--- config.mk ---
export PLATFORM = sky130hd
export DESIGN_NAME = bitmap_page_allocator
export DESIGN_NICKNAME = d
export VERILOG_FILES = /design/src/hw/rtl/bpa_pkg.sv /design/src/hw/rtl/bpa_ram.sv /design/src/hw/rtl/bitmap_page_allocator.sv
export SDC_FILE = /design/constraint.sdc
export NUM_CORES = 2
export LEC_CHECK = 0
export BUFFER_PORTS_ARGS = -buffer_cell sky130_fd_sc_hd__buf_4
export CORE_UTILIZATION = 46
export CTS_CLUSTER_SIZE = 10
export DETAILED_ROUTE_END_ITERATION = 10
export MAX_ROUTING_LAYER = met4
export PLACE_DENSITY_LB_ADDON = 0.3
export SLEW_MARGIN = 20
export SYNTH_ARGS = -nofsm -noshare
export SYNTH_HDL_FRONTEND = slang
export SYNTH_SLANG_ARGS = --single-unit
export TNS_END_PERCENT = 50
--- constraint.sdc ---
create_clock -name aclk -period 10.1 [get_ports aclk]
set_input_delay 1.515 -clock aclk [delete_from_list [all_inputs] [get_ports aclk]]
set_output_delay 1.515 -clock aclk [all_outputs]
set_load 0.005 [all_outputs]
--- src/hw/rtl/bpa_pkg.sv ---
`timescale 1ns / 1ps
// ----------------------------------------------------------------------------
// bpa_pkg
// shared constants and types for the bitmap page allocator
// ----------------------------------------------------------------------------
package bpa_pkg;

    localparam int MAX_PAGES_DEF  = 4096;
    localparam int WORD_BITS_DEF  = 64;
    localparam int PAGE_SHIFT_DEF = 12;

    localparam int ADDR_W  = 48;
    localparam int COUNT_W = 13;
    localparam int STAT_W  = 3;
    localparam int CFG_IDX_W = 2;
    localparam int CFG_DATA_W = 48;

    localparam logic [COUNT_W-1:0] COUNT_MAX = '1;

    typedef enum logic [STAT_W-1:0] {
        ST_OK        = 3'd0,
        ST_NO_SPACE  = 3'd1,
        ST_ZERO      = 3'd2,
        ST_OUTSIDE   = 3'd3,
        ST_MISALIGN  = 3'd4,
        ST_RESERVED  = 3'd5,
        ST_NOT_ALLOC = 3'd6
    } status_t;

    typedef enum logic [CFG_IDX_W-1:0] {
        REG_BASE  = 2'd0,
        REG_TOTAL = 2'd1,
        REG_RESV  = 2'd2
    } cfg_idx_t;

    localparam logic OP_ALLOC = 1'b0;
    localparam logic OP_FREE  = 1'b1;

endpackage

--- src/hw/rtl/bpa_ram.sv ---
`timescale 1ns / 1ps
// ----------------------------------------------------------------------------
// bpa_ram
// single port synchronous ram with registered read
// ----------------------------------------------------------------------------
module bpa_ram #(
    parameter int WIDTH = 64,
    parameter int DEPTH = 64
) (
    input  logic                     aclk,
    input  logic                     we,
    input  logic [$clog2(DEPTH)-1:0] addr,
    input  logic [WIDTH-1:0]         wdata,
    output logic [WIDTH-1:0]         rdata
);
    logic [WIDTH-1:0] mem [DEPTH];

    always_ff @(posedge aclk) begin
        if (we) begin
            mem[addr] <= wdata;
        end
        rdata <= mem[addr];
    end
endmodule

--- src/hw/rtl/bitmap_page_allocator.sv ---
`timescale 1ns / 1ps
// ----------------------------------------------------------------------------
// bitmap_page_allocator
// first fit page allocator over a one bit per page use map held in ram
// ----------------------------------------------------------------------------
// channel   dir  beat contents
// s_axis    in   tuser: operation; tdata: page_count[12:0], address[60:13]
// m_axis    out  tdata: status, granted_address, freed, rejected, pages_in_use
// cfg       in   cfg_index selects region_base, page_total, reserved_count
//
// after reset a clearing pass writes every map word, one a cycle, while
// s_tready stays low.
// allocate tests one page a cycle from reserved_count until the run is found
// or page_total is passed, then marks the run, reading each map word in S_FRD
// and writing it back in S_MARK, before the result is handed over in S_DONE.
// free takes each page that passes the address checks through S_FCHK, S_FRD
// and S_FWR, a rejected one through S_FCHK alone; a zero count goes to S_DONE.
// one item is in work at a time; the result waits in an output register and
// the next beat is taken once the result has moved there.
// ----------------------------------------------------------------------------
module bitmap_page_allocator #(
    parameter int MAX_PAGES  = bpa_pkg::MAX_PAGES_DEF,
    parameter int WORD_BITS  = bpa_pkg::WORD_BITS_DEF,
    parameter int PAGE_SHIFT = bpa_pkg::PAGE_SHIFT_DEF
) (
    input  logic                               aclk,
    input  logic                               aresetn,
    input  logic                               s_tvalid,
    output logic                               s_tready,
    input  logic [63:0]                        s_tdata,  // page_count, address
    input  logic                               s_tuser,  // operation
    output logic                               m_tvalid,
    input  logic                               m_tready,
    output logic [95:0]                        m_tdata,  // status, granted, freed, rejected, used
    input  logic                               cfg_valid,
    output logic                               cfg_ready,
    input  logic [bpa_pkg::CFG_IDX_W-1:0]      cfg_index,
    input  logic [bpa_pkg::CFG_DATA_W-1:0]     cfg_data
);
    import bpa_pkg::*;

    localparam int MAP_WORDS = (MAX_PAGES + WORD_BITS - 1) / WORD_BITS;
    localparam int WA_W = (MAP_WORDS > 1) ? $clog2(MAP_WORDS) : 1;
    localparam int BI_W = $clog2(WORD_BITS);
    localparam int PFN_W = $clog2(MAX_PAGES + 1) + 1;
    localparam int EXT_W = ADDR_W + COUNT_W + PAGE_SHIFT + 2;

    typedef enum logic [7:0] {
        S_CLEAR = 8'b0000_0001,
        S_IDLE  = 8'b0000_0010,
        S_SCAN  = 8'b0000_0100,
        S_MARK  = 8'b0000_1000,
        S_FCHK  = 8'b0001_0000,
        S_FRD   = 8'b0010_0000,
        S_FWR   = 8'b0100_0000,
        S_DONE  = 8'b1000_0000
    } state_t;

    state_t state_reg, state_next;

    logic [ADDR_W-1:0]  base_reg;
    logic [COUNT_W-1:0] total_cfg_reg, resv_cfg_reg;
    logic [COUNT_W-1:0] alloc_reg, alloc_next;

    logic [PFN_W-1:0] eff_total, eff_resv;
    always_comb begin
        eff_total = ({1'b0, total_cfg_reg} > PFN_W'(MAX_PAGES)) ? PFN_W'(MAX_PAGES)
                  : PFN_W'(total_cfg_reg);
        eff_resv = (PFN_W'(resv_cfg_reg) > eff_total) ? eff_total : PFN_W'(resv_cfg_reg);
    end

    // item registers
    logic               op_reg;
    logic [COUNT_W-1:0] cnt_reg;
    logic [EXT_W-1:0]   addr_reg;        // current page address, no wrap
    logic [PFN_W-1:0]   pfn_reg;
    logic [COUNT_W-1:0] run_len_reg, idx_reg;
    logic [PFN_W-1:0]   seg_first_reg;
    logic [COUNT_W-1:0] freed_reg, rej_reg;
    logic [STAT_W-1:0]  status_reg;
    logic [ADDR_W-1:0]  grant_reg;
    logic [WA_W-1:0]    clr_reg;

    // ram
    logic                 ram_we;
    logic [WA_W-1:0]      ram_addr;
    logic [WORD_BITS-1:0] ram_wdata, ram_rdata;

    bpa_ram #(.WIDTH(WORD_BITS), .DEPTH(MAP_WORDS)) u_map (
        .aclk  (aclk),
        .we    (ram_we),
        .addr  (ram_addr),
        .wdata (ram_wdata),
        .rdata (ram_rdata)
    );

    // word read ahead during scan: rdata holds word of pfn_reg
    logic [BI_W-1:0] bit_sel;
    logic [WA_W-1:0] word_sel;
    logic            cur_used, in_map;
    assign bit_sel  = BI_W'(pfn_reg % WORD_BITS);
    assign word_sel = WA_W'(pfn_reg / WORD_BITS);
    assign in_map   = pfn_reg < PFN_W'(MAX_PAGES);
    assign cur_used = !in_map || ram_rdata[bit_sel];

    // free address check
    logic [EXT_W-1:0] end_addr, rel;
    logic [STAT_W-1:0] chk_code;
    logic [PFN_W-1:0] rel_pfn;
    assign end_addr = EXT_W'(base_reg) + (EXT_W'(eff_total) << PAGE_SHIFT);
    assign rel      = addr_reg - EXT_W'(base_reg);
    assign rel_pfn  = PFN_W'(rel >> PAGE_SHIFT);
    always_comb begin
        if (addr_reg < EXT_W'(base_reg) || addr_reg >= end_addr) begin
            chk_code = ST_OUTSIDE;
        end else if (addr_reg[PAGE_SHIFT-1:0] != '0) begin
            chk_code = ST_MISALIGN;
        end else if (rel_pfn < eff_resv) begin
            chk_code = ST_RESERVED;
        end else begin
            chk_code = ST_OK;
        end
    end

    logic [PFN_W-1:0] next_pfn;
    assign next_pfn = pfn_reg + PFN_W'(1);

    logic [PFN_W-1:0] found_pfn;
    assign found_pfn = (run_len_reg == '0) ? pfn_reg : seg_first_reg;

    logic mark_last;
    assign mark_last = (idx_reg + COUNT_W'(1)) == cnt_reg;

    logic in_acc, out_acc;
    assign s_tready  = (state_reg == S_IDLE);
    assign cfg_ready = 1'b1;
    assign in_acc    = s_tvalid && s_tready;
    assign out_acc   = m_tvalid && m_tready;

    logic [COUNT_W:0] alloc_sum;
    assign alloc_sum = {1'b0, alloc_reg} + {1'b0, cnt_reg};

    always_comb begin
        state_next = state_reg;
        alloc_next = alloc_reg;
        ram_we     = 1'b0;
        ram_addr   = word_sel;
        ram_wdata  = ram_rdata;
        unique case (state_reg)
            S_CLEAR: begin
                ram_we    = 1'b1;
                ram_addr  = clr_reg;
                ram_wdata = '0;
                if (clr_reg == WA_W'(MAP_WORDS - 1)) begin
                    state_next = S_IDLE;
                end
            end
            S_IDLE: begin
                ram_addr = WA_W'(eff_resv / WORD_BITS);
                if (in_acc) begin
                    if (s_tuser == OP_FREE) begin
                        state_next = (s_tdata[COUNT_W-1:0] == '0) ? S_DONE : S_FCHK;
                    end else begin
                        state_next = (s_tdata[COUNT_W-1:0] == '0) ? S_DONE : S_SCAN;
                    end
                end
            end
            S_SCAN: begin
                // address next word ahead when crossing a boundary
                ram_addr = WA_W'(next_pfn / WORD_BITS);
                if (pfn_reg >= eff_total) begin
                    state_next = S_DONE;
                end else if (!cur_used && (run_len_reg + COUNT_W'(1)) == cnt_reg) begin
                    state_next = S_FRD;
                end else if (bit_sel != BI_W'(WORD_BITS - 1)) begin
                    ram_addr = word_sel;
                end
            end
            S_MARK: begin
                ram_we    = 1'b1;
                ram_wdata = ram_rdata | (WORD_BITS'(1) << bit_sel);
                if (mark_last) begin
                    state_next = S_DONE;
                    alloc_next = alloc_sum[COUNT_W] ? COUNT_MAX : alloc_sum[COUNT_W-1:0];
                end else begin
                    state_next = S_FRD;
                end
            end
            S_FCHK: begin
                if (idx_reg == cnt_reg) begin
                    state_next = S_DONE;
                end else if (chk_code == ST_OK) begin
                    state_next = S_FRD;
                end
            end
            S_FRD: begin
                state_next = (op_reg == OP_FREE) ? S_FWR : S_MARK;
            end
            S_FWR: begin
                if (in_map && ram_rdata[bit_sel]) begin
                    ram_we    = 1'b1;
                    ram_wdata = ram_rdata & ~(WORD_BITS'(1) << bit_sel);
                    if (alloc_reg != '0) begin
                        alloc_next = alloc_reg - COUNT_W'(1);
                    end
                end
                state_next = S_FCHK;
            end
            S_DONE: begin
                if (!m_tvalid || out_acc) begin
                    state_next = S_IDLE;
                end
            end
            default: state_next = S_IDLE;
        endcase
    end

    logic [PFN_W:0] used_sum;
    assign used_sum = {1'b0, eff_resv} + (PFN_W+1)'(alloc_reg);

    always_ff @(posedge aclk) begin
        if (!aresetn) begin
            state_reg     <= S_CLEAR;
            clr_reg       <= '0;
            alloc_reg     <= '0;
            base_reg      <= '0;
            total_cfg_reg <= COUNT_W'(4096);
            resv_cfg_reg  <= '0;
            m_tvalid      <= 1'b0;
        end else begin
            state_reg <= state_next;
            alloc_reg <= alloc_next;
            if (state_reg == S_CLEAR) begin
                clr_reg <= clr_reg + WA_W'(1);
            end
            if (cfg_valid) begin
                unique case (cfg_index)
                    REG_BASE:  base_reg      <= cfg_data;
                    REG_TOTAL: total_cfg_reg <= cfg_data[COUNT_W-1:0];
                    REG_RESV:  resv_cfg_reg  <= cfg_data[COUNT_W-1:0];
                    default: ;
                endcase
            end
            if (out_acc) begin
                m_tvalid <= 1'b0;
            end
            if (state_reg == S_DONE && (!m_tvalid || out_acc)) begin
                m_tvalid <= 1'b1;
                m_tdata  <= {6'd0, COUNT_W'(used_sum > (PFN_W+1)'(COUNT_MAX)
                              ? COUNT_MAX : used_sum[COUNT_W-1:0]),
                             rej_reg, freed_reg, grant_reg, status_reg};
            end
        end
    end

    always_ff @(posedge aclk) begin
        unique case (state_reg)
            S_IDLE: begin
                op_reg        <= s_tuser;
                cnt_reg       <= s_tdata[COUNT_W-1:0];
                addr_reg      <= EXT_W'(s_tdata[COUNT_W +: ADDR_W]);
                pfn_reg       <= eff_resv;
                run_len_reg   <= '0;
                seg_first_reg <= eff_resv;
                idx_reg       <= '0;
                freed_reg     <= '0;
                rej_reg       <= '0;
                grant_reg     <= '0;
                status_reg    <= (s_tuser == OP_ALLOC && s_tdata[COUNT_W-1:0] == '0)
                                 ? ST_ZERO : ST_OK;
            end
            S_SCAN: begin
                if (pfn_reg >= eff_total) begin
                    status_reg <= ST_NO_SPACE;
                end else if (cur_used) begin
                    run_len_reg <= '0;
                    pfn_reg     <= next_pfn;
                end else if ((run_len_reg + COUNT_W'(1)) == cnt_reg) begin
                    pfn_reg       <= found_pfn;
                    seg_first_reg <= found_pfn;
                    grant_reg     <= base_reg + (ADDR_W'(found_pfn) << PAGE_SHIFT);
                end else begin
                    if (run_len_reg == '0) begin
                        seg_first_reg <= pfn_reg;
                    end
                    run_len_reg <= run_len_reg + COUNT_W'(1);
                    pfn_reg     <= next_pfn;
                end
            end
            S_MARK: begin
                idx_reg <= idx_reg + COUNT_W'(1);
                if (!mark_last) begin
                    pfn_reg <= next_pfn;
                end
            end
            S_FCHK: begin
                if (idx_reg != cnt_reg) begin
                    pfn_reg <= rel_pfn;
                    if (chk_code != ST_OK) begin
                        if (rej_reg == '0) begin
                            status_reg <= chk_code;
                        end
                        rej_reg  <= rej_reg + COUNT_W'(1);
                        idx_reg  <= idx_reg + COUNT_W'(1);
                        addr_reg <= addr_reg + (EXT_W'(1) << PAGE_SHIFT);
                    end
                end
            end
            S_FWR: begin
                idx_reg  <= idx_reg + COUNT_W'(1);
                addr_reg <= addr_reg + (EXT_W'(1) << PAGE_SHIFT);
                if (in_map && ram_rdata[bit_sel]) begin
                    freed_reg <= freed_reg + COUNT_W'(1);
                end else begin
                    if (rej_reg == '0) begin
                        status_reg <= ST_NOT_ALLOC;
                    end
                    rej_reg <= rej_reg + COUNT_W'(1);
                end
            end
            default: ;
        endcase
    end

    // mark pass: idx counts marked pages; it ends on the write of the last page

    a_ready_idle: assert property (@(posedge aclk) disable iff (!aresetn)
        s_tready |-> state_reg == S_IDLE)
        else $error("ready outside idle");
    a_no_we_idle: assert property (@(posedge aclk) disable iff (!aresetn)
        state_reg == S_IDLE |-> !ram_we)
        else $error("map write while idle");
    a_freed_bound: assert property (@(posedge aclk) disable iff (!aresetn)
        state_reg == S_DONE |-> (freed_reg <= cnt_reg) && (rej_reg <= cnt_reg))
        else $error("free counts exceed request");
endmodule

## Word-level counts from Yosys, hierarchy flattened

Memory sizes are Yosys's and may differ from the RTL's. A register that Yosys moved wholly into a read port is not among the register bits.
Index checks and enable logic that the tools add are counted.

- Register bits after elaboration: 412
- Latch bits: 0
- RAM bits: 4096
- Bits in read-only memories: 0
- Input bits: 120
- Output and inout port bits: 99
- Word-level logic and storage cells: 203
- Memories kept: 1

Memory list:

| name | words | bits a word | read ports | clocked after memory_dff | write ports | RTL line | RTL |
|---|---|---|---|---|---|---|---|
| u_map.mem | 64 | 64 | 1 | 1 | 1 | bpa_ram.sv:16 | `logic [WIDTH-1:0] mem [DEPTH];` |

- $add $sub $neg: 13
- Multiply operators: 0
- Div/mod/pow operators: 0
- $lt $le $gt $ge: 9
- Eq/ne operators: 35
- Shifts and indexed selects: 1
- Mux-type cells: 75
- Bitwise gates (word level): 4
- Reductions and logical operators: 45

Operators by type and width:

| operator | count |
|---|---|
| $pmux 75 s3 | 1 |
| $mux 13 | 15 |
| $pmux 64 s3 | 1 |
| $mux 75 | 2 |
| $mux 48 | 3 |
| $mux 14 | 8 |
| $pmux 48 s2 | 1 |
| $mux 8 | 11 |
| $pmux 13 s2 | 3 |
| $pmux 13 s3 | 2 |
| $add 75x13->75 const B | 1 |
| $ge 75x49->1 | 1 |
| $lt 75x48->1 | 1 |
| $and 64x64->64 | 1 |
| $mux 64 | 1 |
| $not 64->64 | 1 |
| $or 64x64->64 | 1 |
| $pmux 8 s8 | 1 |
| $shl 1x6->64 const A | 1 |
| $pmux 14 s4 | 1 |
| $add 13x1->13 const B | 4 |
| $add 48x25->49 | 1 |
| $add 48x26->48 | 1 |
| $eq 13x13->1 | 3 |
| other kinds (56) | 116 |

## Depth between registers and ports, before layout

- Depth after elaboration: 12
- Gate-level depth with buffers: 33
- Depth with buffers taken out: 31

## Cells and area by module

Synthesis repeated with hierarchy kept, for this count alone.

- Cells, all modules: 11352
- Area, all modules: 182427.5 µm²

Modules (own cells, without submodules):

| module | instances | cells each | area each (µm²) | seq. area each (µm²) |
|---|---|---|---|---|
| bpa_ram | 1 | 8459 | 155366.5 | 124279.2 |
| bitmap_page_allocator | 1 | 2893 | 27061.0 | 11350.9 |

## Least setup slack after synthesis

No wires, ideal clock.

- Kind: input port to flip-flop
- Start point: in aresetn
- End point: reg m_tdata[0], enable pin
- Setup time: 669 ps
- Arrival time: 8434 ps
- Required time: 9431 ps
- Setup slack: 997 ps
- Stages on the path: 3
- Path buffers: 1
- Cell sequence: clkbuf_1 -> inv_2 -> nor3b_1

- Word-level cells in the longest chain between the ends: 1

Ends and longest elaborated chain:

| item | RTL line | RTL |
|---|---|---|
| start: declaration | bitmap_page_allocator.sv:27 | `input logic aresetn,` |
| $reduce_and 2->1 (no source line) | n/a |  |
| end signal: assignment | bitmap_page_allocator.sv:249 | `m_tdata <= {6'd0, COUNT_W'(used_sum > (PFN_W+1)'(COUNT_MAX)` |
| end: declaration | bitmap_page_allocator.sv:34 | `output logic [95:0] m_tdata,` |

No other way between the ends.
A chain may end at the register's enable or synchronous reset.

## Worst setup path after layout

- Start point: reg pfn_reg[2]
- End point: reg u_map.rdata[61] (read register of u_map.mem)

- Word-level cells in the longest chain between the ends: 8
- Elaborated cells on any way between the ends: 14
- Classes of those cells: add/sub: 1; order compare: 2; eq/ne: 1; mux: 6; reduce/logical: 4

Ends and longest elaborated chain:

| item | RTL line | RTL |
|---|---|---|
| start: declaration | bitmap_page_allocator.sv:76 | `logic [PFN_W-1:0] pfn_reg;` |
| start signal: assignment | bitmap_page_allocator.sv:262 | `pfn_reg <= eff_resv;` |
| start signal: assignment | bitmap_page_allocator.sv:277 | `pfn_reg <= next_pfn;` |
| start signal: assignment | bitmap_page_allocator.sv:279 | `pfn_reg <= found_pfn;` |
| $lt 14x13->1 or $bmux 1 s6 (tied branches) | bitmap_page_allocator.sv:103, bitmap_page_allocator.sv:104 |  |
| $logic_not 1->1 or $mux 1 (tied branches) | bitmap_page_allocator.sv:104 | `assign cur_used = !in_map \|\| ram_rdata[bit_sel];` |
| $logic_or 1x1->1 | bitmap_page_allocator.sv:104 |  |
| $logic_not 1->1 | bitmap_page_allocator.sv:173 | `end else if (!cur_used && (run_len_reg + COUNT_W'(1)) == cnt_reg) begin` |
| $logic_and 1x1->1 | bitmap_page_allocator.sv:173 |  |
| $mux 6 | bitmap_page_allocator.sv:173 |  |
| $mux 6 * | bitmap_page_allocator.sv:171 | `if (pfn_reg >= eff_total) begin` |
| $pmux 6 s3 * | bitmap_page_allocator.sv:149 | `unique case (state_reg)` |
| end: declaration | bpa_ram.sv:14 | `output logic [WIDTH-1:0] rdata` |

Every way passes the cells marked *; elsewhere a longest branch is shown, timed or not. The select of a mux whose other input is x is not followed.

==> impl_metrics.env <==
export IMPL_port_buffers=208
export IMPL_switchingPower_mw=20.81
export IMPL_final_cell_area_sq_um=209600
export IMPL_cts_buffers=537
export IMPL_grt_pass1_wl_um=838400
export IMPL_hold_buffers=0
export IMPL_vias=111500
export IMPL_rsz0062_at_grt="no"
export IMPL_die_y_um=632.2
export IMPL_cp_end_kind="flip-flop"
export IMPL_pin_count=219
export IMPL_htree_num_levels=6
export IMPL_synth_edf_count=4406
export IMPL_skew_ns=0.05506
export IMPL_grt_pass1_vias=106400
export IMPL_grt_max_degree=122
export IMPL_post_route_util_pct=52.96
export IMPL_rows=231
export IMPL_core_area_sq_um=395700
export IMPL_worstMarginPinSlew_ns=1.218
export IMPL_finalNonFillerCells=17250
export IMPL_antenna_found_initial=25
export IMPL_status="complete, no violations"
export IMPL_avgSynthCellArea_sq_um=16.53
export IMPL_area_delta_synth_final_pct=14.73
export IMPL_wl_um=616200
export IMPL_cpPeakStageDelay_ns=0.87
export IMPL_wl_per_cell_um=35.73
export IMPL_syn_area_sq_um=182700
export IMPL_place_area_sq_um=193500
export IMPL_yosys_warnings=0
export IMPL_dp_hpwl_um=337200
export IMPL_cts_root_buf="clkbuf_16"
export IMPL_fmax_mhz=118.4
export IMPL_p_seq_share_pct=41.9
export IMPL_overflow=0
export IMPL_grtUsageTotal_pct=30.95
export IMPL_drv_cap=0
export IMPL_yosysTopAreaCellShare_pct=72.43
export IMPL_worst_path_max_fanout=121
export IMPL_dr_pass1_iters=6
export IMPL_path_buf_inv=3
export IMPL_ant_nets=0
export IMPL_synth_common_cells="edfxtp_1, mux2i_1, o22ai_1, nor2_1, nand2_1"
export IMPL_ys_seq_elements=4572
export IMPL_fin_tns_setup_ns=0
export IMPL_clockBufferDepth=4
export IMPL_synth_most_common_cell="edfxtp_1"
export IMPL_drt_iter0_markers=18310
export IMPL_synth_cell_types=90
export IMPL_clock_latency_ns=1.09
export IMPL_period_minus_slack_ns=8.449
export IMPL_drc=0
export IMPL_synth_largest_area_cell="edfxtp_1"
export IMPL_slowest_stage="buf_4"
export IMPL_power_density_nw_per_um2=294.8
export IMPL_total_power_mw=61.78
export IMPL_largest_reg_flops=4096
export IMPL_synth_area_leaders="edfxtp_1, mux2i_1, o22ai_1, dfxtp_1, ha_1"
export IMPL_cp_data_arrival_time_ns=9.22
export IMPL_finalHoldViolCount=0
export IMPL_synthArstFlopShare_pct=0
export IMPL_yosysSeqAreaShare_pct=74.25
export IMPL_setup_violations=0
export IMPL_slew_violations=0
export IMPL_power_leakage_nw=76.83
export IMPL_gp_congestion=0.9235
export IMPL_p_int_mw=40.98
export IMPL_vias_per_cell=6.463
export IMPL_drive_gt1_share_pct=11.93
export IMPL_cts_setup_buffers=0
export IMPL_start_util_pct=46.17
export IMPL_synth_ff_type="edfxtp_1"
export IMPL_syn_instance_count=11050
export IMPL_pwr_share_comb_pct=29.4
export IMPL_r2r_slack_ns=1.65
export IMPL_dp_cells=16330
export IMPL_path_cells="inv_1, mux2i_1, o22a_1, nand4_1, a21boi_2, nand3_1, and3_1, a311oi_4, buf_4, buf_12, mux2i_1, o22ai_1, nor4_1, nand4_1"
export IMPL_ir_worst_vdd_mv=0.3279
export IMPL_cts_sinks=4572
export IMPL_p_clk_share_pct=28.8
export IMPL_clkTransAtPathRegs_ns=0.06
export IMPL_cp_top_family="simple AND/OR/NAND/NOR gates"
export IMPL_fin_nets=11950
export IMPL_hold_class="reg -> reg"
export IMPL_die_area_sq_um=399600
export IMPL_swShare_pct=33.67
export IMPL_critPathRequiredTime_ns=10.87
export IMPL_finalCritPeriodShare_pct=83.66
export IMPL_relSlewSlack_pct=18.60
export IMPL_path_class="reg -> reg"
export IMPL_tritoncts="yes"
export IMPL_start_kind="flip-flop"
export IMPL_die_w_um=632.2
export IMPL_cts_resized=0
==> stage by stage <==
stage          hold slack [ns]  setup WS (ns)
4_1_cts                 0.4062          1.908
6_report                0.4079          1.651
3_5_place_dp            0.4045          1.988
2_1_floorplan           0.4003         0.9973
5_1_grt                 0.4180          1.429
3_3_place_gp            0.4055          1.666
==> kinds of logic (layout without fill, tap and decap cells) <==
logic type / after synthesis / in the layout / share of synthesized area (%)
AOI/OAI and AO/OA: 1665 / 1665 / 5.568
xor gates and xnor gates: 234 / 234 / 1.153
adders and majority gates: 195 / 195 / 1.352
buffers and inverters: 720 / 1640 / 1.743
DFF: 4572 / 4572 / 74.25
muxes: 2109 / 2109 / 11.62
other: 2 / 31 / 0.004111
and+or+nand+nor: 1557 / 1557 / 4.316
==> per-layer routing <==
metal | track usage, % | vias to the layer above | share of wire (%)
met3 | 6.059 | 1769 | 11
met5 | - | - | 0
met1 | 39.40 | 56800 | 37
met4 | 14.56 | 0 | 5.5
met2 | 47.99 | 7752 | 46
li1 | - | 45130 | -
==> path summary, 6_finish.rpt <==
path,endpoint,from,depth (start not counted)
min reg2reg,m_tdata[40],grant_reg[37],0
max reg2reg,u_map.rdata[61],pfn_reg[2],14
min,m_tdata[40],grant_reg[37],0
max,u_map.rdata[61],pfn_reg[2],14
==> power groups by stage <==
stage	clock [mW]	combinational, mW	sequential [mW]
2_1_floorplan	0	11.1	26.1
6_report	17.8	18.1	25.9
3_5_place_dp	0	17.5	26.2
4_1_cts	17.8	17.6	25.8
3_3_place_gp	0	17.0	26.2
5_1_grt	18.6	18.7	25.9
==> cells in the final DEF (no fill, tap or decap), types with 15 or more instances in the layout <==
cell type,n
clkbuf_16,547
nand3_1,103
o22ai_1,1037
nand2b_1,28
edfxtp_1,4406
inv_1,156
nor2_4,66
dfxtp_1,166
and3_1,42
a21oi_1,197
buf_4,524
nand2_1,363
o21ai_0,189
and2_1,18
inv_6,15
mux2i_1,2095
ha_1,191
clkbuf_1,270
a21oi_4,57
nor3_1,48
diode_2,24
xor2_1,100
clkinv_8,21
nand4_1,130
nor2b_1,37
nor4_1,288
xnor2_1,130
or3_1,27
nor2_1,309
a21o_1,37
a211oi_1,17
buf_12,56
==> cell type report <==
type | count | area, sq um
fill | 31010 | 186100
inverter | 157 | 589.3
clock inverter | 66 | 1023
sequential | 4572 | 135600
timing repair buffer | 596 | 5446
clock buffer | 821 | 14760
tap | 5242 | 6559
multi-input combinational | 5767 | 45500
antenna | 24 | 60.06
Power figures use the tool's default switching activity.
